==> config.mk <==
export PLATFORM = sky130hd
export DESIGN_NAME = qoi_pixel_stream_encoder_top
export DESIGN_NICKNAME = d
export VERILOG_FILES = /design/src/qoi_enc_pkg.sv /design/src/qoi_pixel_stream_encoder_top.sv /design/src/qoi_enc_ram.sv /design/src/qoi_enc_core.sv /design/src/qoi_enc_ser.sv
export SDC_FILE = /design/constraint.sdc
export NUM_CORES = 2
export LEC_CHECK = 0
export ABC_AREA = 1
export BUFFER_PORTS_ARGS = -buffer_cell sky130_fd_sc_hd__buf_4
export CORE_MARGIN = 5
export CORE_UTILIZATION = 40
export CTS_CLUSTER_SIZE = 24
export DETAILED_ROUTE_END_ITERATION = 6
export PLACE_DENSITY = 0.61
export SYNTH_ARGS = -nofsm -noshare
export SYNTH_HDL_FRONTEND = slang
export SYNTH_SLANG_ARGS = --single-unit
==> constraint.sdc <==
create_clock -name clk -period 10.1 [get_ports clk]
set_clock_uncertainty 0.1 [all_clocks]
set_input_delay 2.02 -clock clk [delete_from_list [all_inputs] [get_ports clk]]
set_output_delay 2.02 -clock clk [all_outputs]
set_load 0.005 [all_outputs]
==> src/qoi_enc_pkg.sv <==
// ----------------------------------------------------------------------------
// qoi_enc_pkg
// Shared types, constants and the colour index hash of the QOI stream encoder.
// ----------------------------------------------------------------------------
package qoi_enc_pkg;

  localparam int PX_W      = 32;
  localparam int IDX_DEPTH = 64;
  localparam int IDX_AW    = $clog2(IDX_DEPTH);
  localparam int MAX_BYTES = 6;
  localparam int CNT_W     = $clog2(MAX_BYTES + 1);
  localparam int RUN_W     = 6;

  localparam logic [7:0] OP_RUN  = 8'hc0;
  localparam logic [7:0] OP_DIFF = 8'h40;
  localparam logic [7:0] OP_LUMA = 8'h80;
  localparam logic [7:0] OP_RGB  = 8'hfe;
  localparam logic [7:0] OP_RGBA = 8'hff;

  localparam logic [RUN_W-1:0] RUN_LAST = 6'd61;

  typedef struct packed {
    logic [7:0] alpha;
    logic [7:0] blue;
    logic [7:0] green;
    logic [7:0] red;
  } pixel_t;

  localparam pixel_t PX_RESET = '{alpha: 8'hff, blue: 8'h00, green: 8'h00, red: 8'h00};

  typedef struct packed {
    logic [MAX_BYTES-1:0][7:0] bytes;
    logic [CNT_W-1:0]          cnt;
    logic                      image_end;
  } op_rec_t;

  function automatic logic [IDX_AW-1:0] px_hash(input pixel_t p);
    logic [IDX_AW-1:0] r3;
    logic [IDX_AW-1:0] g5;
    logic [IDX_AW-1:0] b7;
    logic [IDX_AW-1:0] a11;
    r3  = p.red[IDX_AW-1:0] * 6'd3;
    g5  = p.green[IDX_AW-1:0] * 6'd5;
    b7  = p.blue[IDX_AW-1:0] * 6'd7;
    a11 = p.alpha[IDX_AW-1:0] * 6'd11;
    return r3 + g5 + b7 + a11;
  endfunction

endpackage

==> src/qoi_pixel_stream_encoder_top.sv <==
// ----------------------------------------------------------------------------
// qoi_pixel_stream_encoder_top
// QOI op stream encoder for a stream of RGBA pixels, without header or end
// marker.
//
// The slave stream carries one pixel per transaction; tlast marks the final
// pixel of the image. The master stream carries one op byte per transaction;
// tuser marks the final byte caused by a pixel and tlast the final byte of
// the image. A pixel that only extends a run causes no transaction.
// A pixel's first byte is offered after the pixel passes the index stage
// into the serializer. A pixel is taken every cycle while each pixel yields
// at most one byte and the receiver is ready; more bytes per pixel hold the
// single-byte output port longer, so throughput is set by that port. The
// colour index lives in a 64-entry RAM with a registered read; the write of
// one pixel is forwarded to the next so back-to-back pixels at one index see
// each other. Reset, and the end of each image, restore the previous pixel
// to opaque black, clear the run count and invalidate the colour index. When
// the receiver stalls, the pending bytes wait in the serializer and one more
// pixel waits in the index stage before s_axis_tready drops.
// ----------------------------------------------------------------------------
module qoi_pixel_stream_encoder_top (
  input  logic        clk,
  input  logic        rst,
  input  logic        s_axis_tvalid,
  output logic        s_axis_tready,
  input  logic [31:0] s_axis_tdata,   // red, green, blue, alpha
  input  logic        s_axis_tlast,   // last_pixel
  output logic        m_axis_tvalid,
  input  logic        m_axis_tready,
  output logic [7:0]  m_axis_tdata,   // out_byte
  output logic        m_axis_tlast,   // image_end
  output logic        m_axis_tuser    // last_of_item
);

  import qoi_enc_pkg::*;

  op_rec_t rec;
  logic    rec_valid;
  logic    rec_ready;

  qoi_enc_core u_core (
    .clk      (clk),
    .rst      (rst),
    .in_valid (s_axis_tvalid),
    .in_ready (s_axis_tready),
    .in_px    (pixel_t'(s_axis_tdata)),
    .in_last  (s_axis_tlast),
    .rec_valid(rec_valid),
    .rec_ready(rec_ready),
    .rec      (rec)
  );

  qoi_enc_ser u_ser (
    .clk             (clk),
    .rst             (rst),
    .rec_valid       (rec_valid),
    .rec_ready       (rec_ready),
    .rec             (rec),
    .out_valid       (m_axis_tvalid),
    .out_ready       (m_axis_tready),
    .out_byte        (m_axis_tdata),
    .out_last_of_item(m_axis_tuser),
    .out_image_end   (m_axis_tlast)
  );

endmodule

==> src/qoi_enc_ram.sv <==
// ----------------------------------------------------------------------------
// qoi_enc_ram
// Generic single-write, single-read RAM with a registered read port.
// ----------------------------------------------------------------------------
module qoi_enc_ram #(
  parameter int WIDTH = 32,
  parameter int DEPTH = 64
) (
  input  logic                     clk,
  input  logic                     wr_en,
  input  logic [$clog2(DEPTH)-1:0] wr_addr,
  input  logic [WIDTH-1:0]         wr_data,
  input  logic                     rd_en,
  input  logic [$clog2(DEPTH)-1:0] rd_addr,
  output logic [WIDTH-1:0]         rd_data
);

  logic [WIDTH-1:0] mem [DEPTH];

  always_ff @(posedge clk) begin
    if (wr_en) begin
      mem[wr_addr] <= wr_data;
    end
    if (rd_en) begin
      rd_data <= mem[rd_addr];
    end
  end

endmodule

==> src/qoi_enc_core.sv <==
// ----------------------------------------------------------------------------
// qoi_enc_core
// Hash and index read stage, then op selection with previous pixel, run count
// and read-modify-write of the colour index.
// ----------------------------------------------------------------------------
module qoi_enc_core (
  input  logic                clk,
  input  logic                rst,
  input  logic                in_valid,
  output logic                in_ready,
  input  qoi_enc_pkg::pixel_t in_px,
  input  logic                in_last,
  output logic                rec_valid,
  input  logic                rec_ready,
  output qoi_enc_pkg::op_rec_t rec
);

  import qoi_enc_pkg::*;

  logic              in_fire;
  logic              fire;
  logic              s1_valid;
  pixel_t            s1_px;
  logic              s1_last;
  logic [IDX_AW-1:0] s1_hash;

  pixel_t            prev;
  logic [RUN_W-1:0]  run;
  logic [RUN_W-1:0]  run_next;
  logic [IDX_DEPTH-1:0] valid;
  logic              fwd_v;
  logic [IDX_AW-1:0] fwd_addr;
  pixel_t            fwd_data;

  logic [PX_W-1:0]   ram_q;
  pixel_t            entry;
  logic              same;
  logic              hit;
  logic              we;

  logic [7:0]        dr;
  logic [7:0]        dg;
  logic [7:0]        db;
  logic [8:0]        rg;
  logic [8:0]        bg;
  logic [7:0]        dr2;
  logic [7:0]        dg2;
  logic [7:0]        db2;
  logic [7:0]        dg32;
  logic [8:0]        rg8;
  logic [8:0]        bg8;
  logic              diff_ok;
  logic              luma;

  logic [4:0][7:0]   ob;
  logic [CNT_W-1:0]  ocnt;
  logic              run_emit;
  logic [7:0]        run_byte;

  assign in_fire  = in_valid && in_ready;
  assign fire     = s1_valid && (rec_ready || rec.cnt == '0);
  assign in_ready = !s1_valid || fire;
  assign rec_valid = s1_valid;

  qoi_enc_ram #(
    .WIDTH(PX_W),
    .DEPTH(IDX_DEPTH)
  ) u_index (
    .clk    (clk),
    .wr_en  (we),
    .wr_addr(s1_hash),
    .wr_data(s1_px),
    .rd_en  (in_fire),
    .rd_addr(px_hash(in_px)),
    .rd_data(ram_q)
  );

  always_comb begin
    if (fwd_v && fwd_addr == s1_hash) begin
      entry = fwd_data;
    end else if (valid[s1_hash]) begin
      entry = pixel_t'(ram_q);
    end else begin
      entry = '0;
    end
  end

  assign same = (s1_px == prev);
  assign hit  = (entry == s1_px);
  assign we   = fire && !same && !hit;

  assign dr   = s1_px.red - prev.red;
  assign dg   = s1_px.green - prev.green;
  assign db   = s1_px.blue - prev.blue;
  assign rg   = {dr[7], dr} - {dg[7], dg};
  assign bg   = {db[7], db} - {dg[7], dg};
  assign dr2  = dr + 8'd2;
  assign dg2  = dg + 8'd2;
  assign db2  = db + 8'd2;
  assign dg32 = dg + 8'd32;
  assign rg8  = rg + 9'd8;
  assign bg8  = bg + 9'd8;
  assign diff_ok = (dr2 < 8'd4) && (dg2 < 8'd4) && (db2 < 8'd4);
  assign luma  = (dg32 < 8'd64) && (rg8 < 9'd16) && (bg8 < 9'd16);

  always_comb begin
    ob   = '0;
    ocnt = '0;
    if (same) begin
      run_emit = (run == RUN_LAST) || s1_last;
      run_byte = OP_RUN | {2'b00, run};
      run_next = run_emit ? '0 : run + 6'd1;
    end else begin
      run_emit = (run != '0);
      run_byte = OP_RUN | {2'b00, run - 6'd1};
      run_next = '0;
      if (hit) begin
        ob[0] = {2'b00, s1_hash};
        ocnt  = 3'd1;
      end else if (s1_px.alpha != prev.alpha) begin
        ob   = {s1_px.alpha, s1_px.blue, s1_px.green, s1_px.red, OP_RGBA};
        ocnt = 3'd5;
      end else if (diff_ok) begin
        ob[0] = OP_DIFF | {2'b00, dr2[1:0], dg2[1:0], db2[1:0]};
        ocnt  = 3'd1;
      end else if (luma) begin
        ob[0] = OP_LUMA | {2'b00, dg32[5:0]};
        ob[1] = {rg8[3:0], bg8[3:0]};
        ocnt  = 3'd2;
      end else begin
        ob[3:0] = {s1_px.blue, s1_px.green, s1_px.red, OP_RGB};
        ocnt    = 3'd4;
      end
    end
  end

  always_comb begin
    if (run_emit) begin
      rec.bytes = {ob, run_byte};
    end else begin
      rec.bytes = {8'h00, ob};
    end
    rec.cnt       = {{(CNT_W-1){1'b0}}, run_emit} + ocnt;
    rec.image_end = s1_last;
  end

  always_ff @(posedge clk) begin
    if (rst) begin
      s1_valid <= 1'b0;
    end else if (in_fire) begin
      s1_valid <= 1'b1;
    end else if (fire) begin
      s1_valid <= 1'b0;
    end
  end

  always_ff @(posedge clk) begin
    if (in_fire) begin
      s1_px   <= in_px;
      s1_last <= in_last;
      s1_hash <= px_hash(in_px);
    end
    if (we) begin
      fwd_addr <= s1_hash;
      fwd_data <= s1_px;
    end
  end

  always_ff @(posedge clk) begin
    if (rst) begin
      prev  <= PX_RESET;
      run   <= '0;
      valid <= '0;
      fwd_v <= 1'b0;
    end else if (fire) begin
      if (s1_last) begin
        prev  <= PX_RESET;
        run   <= '0;
        valid <= '0;
        fwd_v <= 1'b0;
      end else begin
        if (!same) begin
          prev <= s1_px;
        end
        run <= run_next;
        if (we) begin
          valid[s1_hash] <= 1'b1;
          fwd_v          <= 1'b1;
        end
      end
    end
  end

endmodule

==> src/qoi_enc_ser.sv <==
// ----------------------------------------------------------------------------
// qoi_enc_ser
// Output serializer: holds the bytes of one pixel and sends one per cycle while the receiver is ready.
// ----------------------------------------------------------------------------
module qoi_enc_ser (
  input  logic                 clk,
  input  logic                 rst,
  input  logic                 rec_valid,
  output logic                 rec_ready,
  input  qoi_enc_pkg::op_rec_t rec,
  output logic                 out_valid,
  input  logic                 out_ready,
  output logic [7:0]           out_byte,
  output logic                 out_last_of_item,
  output logic                 out_image_end
);

  import qoi_enc_pkg::*;

  logic [MAX_BYTES-1:0][7:0] hold;
  logic [CNT_W-1:0]          cnt;
  logic                      img_end;
  logic                      load;

  assign out_valid        = (cnt != '0);
  assign rec_ready        = (cnt == '0) || (cnt == 3'd1 && out_ready);
  assign load             = rec_valid && rec_ready;
  assign out_byte         = hold[0];
  assign out_last_of_item = (cnt == 3'd1);
  assign out_image_end    = img_end && (cnt == 3'd1);

  always_ff @(posedge clk) begin
    if (rst) begin
      cnt <= '0;
    end else if (load) begin
      cnt <= rec.cnt;
    end else if (out_valid && out_ready) begin
      cnt <= cnt - 3'd1;
    end
  end

  always_ff @(posedge clk) begin
    if (load) begin
      hold    <= rec.bytes;
      img_end <= rec.image_end;
    end else if (out_valid && out_ready) begin
      hold <= {8'h00, hold[MAX_BYTES-1:1]};
    end
  end

endmodule

# --- After elaboration in Yosys (flattened, before gate mapping) ---
# Memory sizes are Yosys's and may differ from the RTL's. A register that Yosys moved wholly into a read port is not among the register bits.
# Index checks and enable logic that the tools add are counted.
classes:
  n_addsub: 18
  multipliers: 4
  div_mod_pow: 0
  magnitude_cmp: 8
  eq_ne: 7
  n_shift: 0
  muxes: 40
  bitwise_logic: 1
  n_reduce_logical: 30
ops:
  columns: ["cell", "count"]
  rows:
  - ["32-bit two-way mux", 6]
  - ["48-bit two-way mux", 3]
  - ["64-bit two-way mux", 2]
  - ["32-bit equality test", 2]
  - ["64-bit OR", 1]
  - ["40-bit two-way mux", 1]
  - ["16-bit two-way mux", 2]
  - ["8-bit by 2-bit adder with 8-bit output (second input constant)", 3]
  - ["8-bit by 3-bit less-than comparator with 1-bit output (second input constant)", 3]
  - ["24-bit two-way mux", 1]
  - ["6-bit two-way mux", 4]
  - ["8-bit two-way mux", 3]
  - ["8-bit subtractor", 3]
  - ["3-bit two-way mux", 7]
  - ["6-bit adder", 3]
  - ["9-bit by 4-bit adder with 9-bit output (second input constant)", 2]
  - ["9-bit by 5-bit less-than comparator with 1-bit output (second input constant)", 2]
  - ["8-bit by 8-bit subtractor with 9-bit output", 2]
  - ["1-bit logical AND", 14]
  - ["6-bit by 3-bit multiplier with 6-bit output (second input constant)", 2]
  - ["1-bit two-way mux", 9]
  - ["8-bit by 6-bit adder with 8-bit output (second input constant)", 1]
  - ["8-bit by 7-bit less-than comparator with 1-bit output (second input constant)", 1]
  - ["8-bit inequality test", 1]
  - ["other kinds (21)", 30]
totals:
  register_bits: 233
  latchBits: 0
  mem_bits_rw: 2048
  mem_bits_ro: 0
  wordCells: 136
  n_memories: 1
mem_list:
  columns: ["name", "words", "word_bits", "read_ports", "rd_ports_with_merged_regs", "wr", "line", "rtl"]
  rows:
  - ["u_core.u_index.mem", 64, 32, 1, 1, 1, "qoi_enc_ram.sv:18", "logic [WIDTH-1:0] mem [DEPTH];"]

# --- Logic depth before layout (Yosys ltp) ---
depth:
  word_depth: 19
  depth_mapped: 37
  mapped_depth_nobuf: 34

# --- Hierarchy ---
# From an unflattened synthesis, not the netlist that was laid out.
unflattened:
  cells_unflattened: 9020
  area_unflattened_um2: 99058.8
modules_own_cells:
  columns: ["mod", "n_inst", "cells_each", "area_each_um2", "seq_area_each_um2"]
  rows:
  - ["qoi_enc_ram", 1, 6769, 83058.4, 62459.9]
  - ["qoi_enc_core", 1, 2008, 13573.0, 4394.2]
  - ["qoi_enc_ser", 1, 243, 2427.3, 1531.5]

# --- Worst setup path before layout ---
# OpenSTA, ideal clock, no wires.
synth_timing:
  path_type: "register to register"
  start: "register u_core.s1_px[16] (netlist bit)"
  end: "memory u_core.u_index.mem[15][0], enable pin"
  arrival_ns: 8.230
  required_time_ns: 9.498
  setup_slack_ns: 1.269
  path_stages_with_launch: 25
  cell_sequence: "edfxtp_1 inv_1 ha_1 inv_1 fa_1 ha_1 ha_1 inv_1 fa_1 o21ai_0 xor2_1 nor4_1 nand4_1 a211oi_1 o21ai_0 nor4_1 nand2_1 nor2_1 ha_1 nor2_1 nand3_2 nand2_4 nand2_4 buf_2 nor4_1"
synth_via:
  elab_chain_len: 18
  elab_cells_between_ends: 26
  classes_between: "add/sub: 5; order compare: 2; eq/ne: 2; mux: 8; reduce/logical: 9"
synth_lines:
  columns: ["element", "line", "rtl"]
  rows:
  - ["start: declaration", "qoi_enc_core.sv:23", "pixel_t s1_px;"]
  - ["start signal: assignment", "qoi_enc_core.sv:159", "s1_px <= in_px;"]
  - ["8-bit subtractor", "qoi_enc_core.sv:94", "assign db = s1_px.blue - prev.blue;"]
  - ["8-bit by 8-bit subtractor with 9-bit output", "qoi_enc_core.sv:96", "assign bg = {db[7], db} - {dg[7], dg};"]
  - ["9-bit by 4-bit adder with 9-bit output", "qoi_enc_core.sv:102", "assign bg8 = bg + 9'd8;"]
  - ["9-bit by 5-bit less-than comparator with 1-bit output", "qoi_enc_core.sv:104", "assign luma = (dg32 < 8'd64) && (rg8 < 9'd16) && (bg8 < 9'd16);"]
  - ["1-bit logical AND", "qoi_enc_core.sv:104", null]
  - ["3-bit two-way mux", "qoi_enc_core.sv:126", "end else if (luma) begin"]
  - ["3-bit two-way mux", "qoi_enc_core.sv:123", "end else if (diff_ok) begin"]
  - ["3-bit two-way mux", "qoi_enc_core.sv:120", "end else if (s1_px.alpha != prev.alpha) begin"]
  - ["[... 2 more ...]", null, null]
  - ["1-bit by 3-bit adder with 3-bit output", "qoi_enc_core.sv:143", "rec.cnt = {{(CNT_W-1){1'b0}}, run_emit} + ocnt;"]
  - ["3-bit zero test", "qoi_enc_core.sv:61", "assign fire = s1_valid && (rec_ready || rec.cnt == '0);"]
  - ["1-bit logical OR", "qoi_enc_core.sv:61", null]
  - ["1-bit logical AND", "qoi_enc_core.sv:61", null]
  - ["1-bit logical AND", "qoi_enc_core.sv:90", "assign we = fire && !same && !hit;"]
  - ["1-bit logical AND (*)", "qoi_enc_core.sv:90", null]
  - ["1-bit two-way mux (*)", "qoi_enc_ram.sv:21", "if (wr_en) begin"]
  - ["1-bit two-way mux (implied by the code) (*)", "qoi_enc_ram.sv:22", "mem[wr_addr] <= wr_data;"]
  - ["end: declaration", "qoi_enc_ram.sv:18", null]
# Every way passes the cells marked *; elsewhere a longest branch is shown, timed or not.

# --- Worst setup path in the final report ---
layout_timing:
  start: "register u_core.s1_hash[0]"
  end: "output port s_axis_tready"
layout_via:
  elab_chain_len: 12
  elab_cells_between_ends: 14
  classes_between: "add/sub: 1; eq/ne: 2; mux: 6; reduce/logical: 5"
layout_lines:
  columns: ["element", "line", "rtl"]
  rows:
  - ["start: declaration", "qoi_enc_core.sv:25", "logic [IDX_AW-1:0] s1_hash;"]
  - ["start signal: assignment", "qoi_enc_core.sv:161", "s1_hash <= px_hash(in_px);"]
  - ["1-bit binary-select mux with 6-bit select", "qoi_enc_core.sv:81", "end else if (valid[s1_hash]) begin"]
  - ["1-bit two-way mux (implied by the code)", "qoi_enc_core.sv:81", null]
  - ["32-bit two-way mux", "qoi_enc_core.sv:81", null]
  - ["32-bit two-way mux (*)", "qoi_enc_core.sv:79", "if (fwd_v && fwd_addr == s1_hash) begin"]
  - ["32-bit equality test (*)", "qoi_enc_core.sv:89", "assign hit = (entry == s1_px);"]
  - ["3-bit two-way mux (*)", "qoi_enc_core.sv:117", "if (hit) begin"]
  - ["3-bit two-way mux (*)", "qoi_enc_core.sv:109", "if (same) begin"]
  - ["1-bit by 3-bit adder with 3-bit output (*)", "qoi_enc_core.sv:143", null]
  - ["3-bit zero test (*)", "qoi_enc_core.sv:61", null]
  - ["1-bit logical OR (*)", "qoi_enc_core.sv:61", null]
  - ["1-bit logical AND (*)", "qoi_enc_core.sv:61", null]
  - ["1-bit logical OR (*)", "qoi_enc_core.sv:62", "assign in_ready = !s1_valid || fire;"]
  - ["end: declaration", "qoi_pixel_stream_encoder_top.sv:25", "output logic s_axis_tready,"]
# Every way passes the cells marked *; elsewhere a longest branch is shown, timed or not. The select of a mux whose other input is x is not followed.

==> flow_summary.yaml <==
status:
  status: "finished clean"
global_routing:
  grt_overflow: 0
  grt_pass1_wl_um: 442000
  grt_max_degree: 199
  grt_pass1_vias: 63400
  track_usage_pct: 23.6
  antenna_found_initial: 22
routing:
  drt_iter0_drc: 9731
  drtPass1Iterations: 6
  wl_per_cell_um: 27.3
  drtAntennaViolNets: 0
  vias: 66700
  via_per_inst: 5.94
  drc_errors: 0
  totalWireLength_um: 307000
critical_path:
  r2r_start: "u_core.s1_hash[0]$_DFFE_PP_"
  worstPathMaxFanout: 56
  arrival_ns: 6.19
  startpoint_type: "flop"
  startpoint: "u_core.s1_hash[0]$_DFFE_PP_"
  worstSetupPathType: "flop to output port"
  rrSetupSlack_ns: 2.04
  required_ns: 7.98
  worstSetupEndpointType: "output port"
yosys:
  synth_cell_types: 48
  syn_area_per_cell_um2: 12.1
  ys_warn_count: 0
  synth_ff_type: "edfxtp_1"
  synth_top_area_cell: "edfxtp_1"
  ys_ff_latch: 2313
  ys_seq_area_share_pct: 70.9
  synth_async_sr_flop_share_pct: 0
  syn_inst: 7946
  yosys-top-cells-area: "edfxtp_1 69%, o21ai_0 6.2%, nor2_1 5.1%"
  synth-edff-count: 2206
  netlist_area_um2: 96500
  synth_fp_nets: 8090
  synth_top_area_share_pct: 68.7
floorplanning:
  die_area_um2: 251000
  rows: 180
  boundaryPins: 49
  start_util_pct: 40.1
  die_h_um: 501
  fp.dieW_um: 501
  coreArea_um2: 240000
clocking:
  hold_buffers: 0
  htreeDepth: 4
  clockRootBuffer: "clkbuf_16"
  cts_setup_buffers: 0
  cts_resized: 0
  clk_latency_ns: 0.88
  cts_num_sinks: 2313
  cts_tree: "yes"
  clk_pin_slew_ns: 0.07
  clk_path_buf_depth: 3
  cts_buffers: 227
sta:
  rsz0062_at_grt: "false"
  fmax_ghz: 0.120
  setup_tns_ns: 0
  maxSlewViolCount: 0
  setup_slack_ns: 1.79
  relSlewSlack_pct: 20.2
  setup_viol: 0
  hold_viol_final: 0
  max_slew.worst_pin.slew_ns: 1.19
  finalCritPeriodShare_pct: 82.3
  final.min_clock_period_ns: 8.31
power:
  p_leak_nw: 35.3
  max-vdd-ir-drop_uv: 947
  power_density_nw_per_um2: 357
final_layout:
  utilization_pct: 44.9
  finalNetCount: 8005
  syn_to_final_growth_pct: 11.9
  drive_gt1_share_pct: 8.55
  final_cell_mix: "2206 x edfxtp_1, 1256 x nor2_1, 1190 x o21ai_0"
  final_common_cell: "edfxtp_1"
  finalNonFillerCells: 11200
  regArea_um2: 68400
  fill_cells: 21400
  stdcell_area_um2: 108000
  multi_input_area_um2: 25200
placement:
  port_buffers: 48
  dp_hpwl_um: 170000
  dp.cells: 10800
  post_dp_cell_area_um2: 101000
  gp_congestion: 0.916
  pre_cts_ws_ns: 1.97
worst_hold_path:
  hold_class: "flop to flop"
  hold_start: "u_core.valid[52]$_SDFFE_PP0P_"
flow_run:
  max-cap-violations: 0
## per-layer routing
metal | track usage (%) | vias to the layer above | wire length (um)
li1 | - | 29000 | -
met1 | 32.1 | 33200 | 120000
met2 | 36.9 | 3870 | 139000
met5 | 0 | - | 75
met4 | 10.2 | 12 | 14500
met3 | 4.96 | 703 | 32600
## cells in the mapped netlist (all sizes together), types with 4 or more instances
cell type / instances
or2: 13
ha: 79
o22ai: 310
a22oi: 6
o221ai: 204
a21oi: 143
edfxtp: 2206
nor4: 16
clkbuf: 463
fa: 28
nand3: 183
dfxtp: 107
a31oi: 39
xnor2: 22
nand4: 51
inv: 321
nand3b: 4
o21ai: 1204
o2111ai: 6
nand2: 800
nor3: 29
a21o: 5
nor2: 1319
o311ai: 14
o211ai: 232
buf: 86
xor2: 45
## path summary, 6_finish.rpt
path / endpoint / cells after the start
worst min-delay path: u_core.valid[52]$_SDFFE_PP0P_ / 2
worst max-delay path: s_axis_tready / 24
worst max register to register: u_core.u_index.mem[39][11]$_DFFE_PP_ / 29
worst min register to register: u_core.valid[52]$_SDFFE_PP0P_ / 2
## state kept, by name, indices dropped and copies added, names as in the netlist
register                flops
u_core.fwd_data            32
u_core.fwd_v                1
u_core.s1_hash              6
u_core.fwd_addr             6
u_core.u_index.mem       2048
u_core.rec_valid            1
u_core.valid               64
u_ser.hold                 40
u_core.u_index.rd_data     32
u_core.run                  6
u_core.prev                32
u_ser.img_end               1
u_core.s1_px               32
u_ser.cnt                   3
u_ser.out_byte              8
u_core.s1_last              1
## where the power goes
part / internal (W) / switching [W]
sequential: 0.0115 / 0.000376
combinational: 0.00447 / 0.0139
clock: 0.00463 / 0.00368
total: 0.0206 / 0.0179
## critical path: stages (launching register included)
cell,delay [ns]
edfxtp_1,0.35
buf_4,0.31
inv_2,0.59
or2_0,0.19
o211ai_1,0.08
nor3_1,0.13
nand2_1,0.07
buf_4,0.19
inv_2,0.68
nand2_1,0.17
nand2_1,0.11
nand2_1,0.06
nand2_1,0.09
nand3_1,0.06
nor2_1,0.11
nand2_1,0.07
nor2_1,0.22
nand2_2,0.46
a31oi_1,0.29
ha_1,0.17
ha_1,0.25
nor2_1,0.14
nand3_2,0.12
nand3_1,0.18
buf_4,0.15
## through the flow
stage,power (W),hold slack [ns]
2_1_floorplan,0.0217,0.321
3_3_place_gp,0.0298,0.343
6_report,0.0386,0.356
4_1_cts,0.0381,0.358
3_5_place_dp,0.0299,0.349
5_1_grt,0.0399,0.373
## logic make-up after synthesis
| kind of cell | after synthesis | share of synthesized area, % |
|---|---|---|
| AND/OR/NAND/NOR | 2417 | 10.0 |
| flip-flops | 2313 | 70.9 |
| AO/OA/AOI/OAI | 2169 | 13.2 |
| buffers and inverters | 873 | 3.60 |
| adder cells (fa/ha/maj) | 107 | 1.61 |
| XOR/XNOR | 67 | 0.624 |
## final cells by class
type / count / area share, %
antenna: 5 / 0.0116
clock buffer: 286 / 5.54
clock inverter: 133 / 1.14
inverter: 324 / 1.15
multi-input combinational: 4760 / 23.3
sequential: 2313 / 63.3
tap: 3185 / 3.69
timing repair buffer: 235 / 1.82
(Power assumes the default switching activity.)
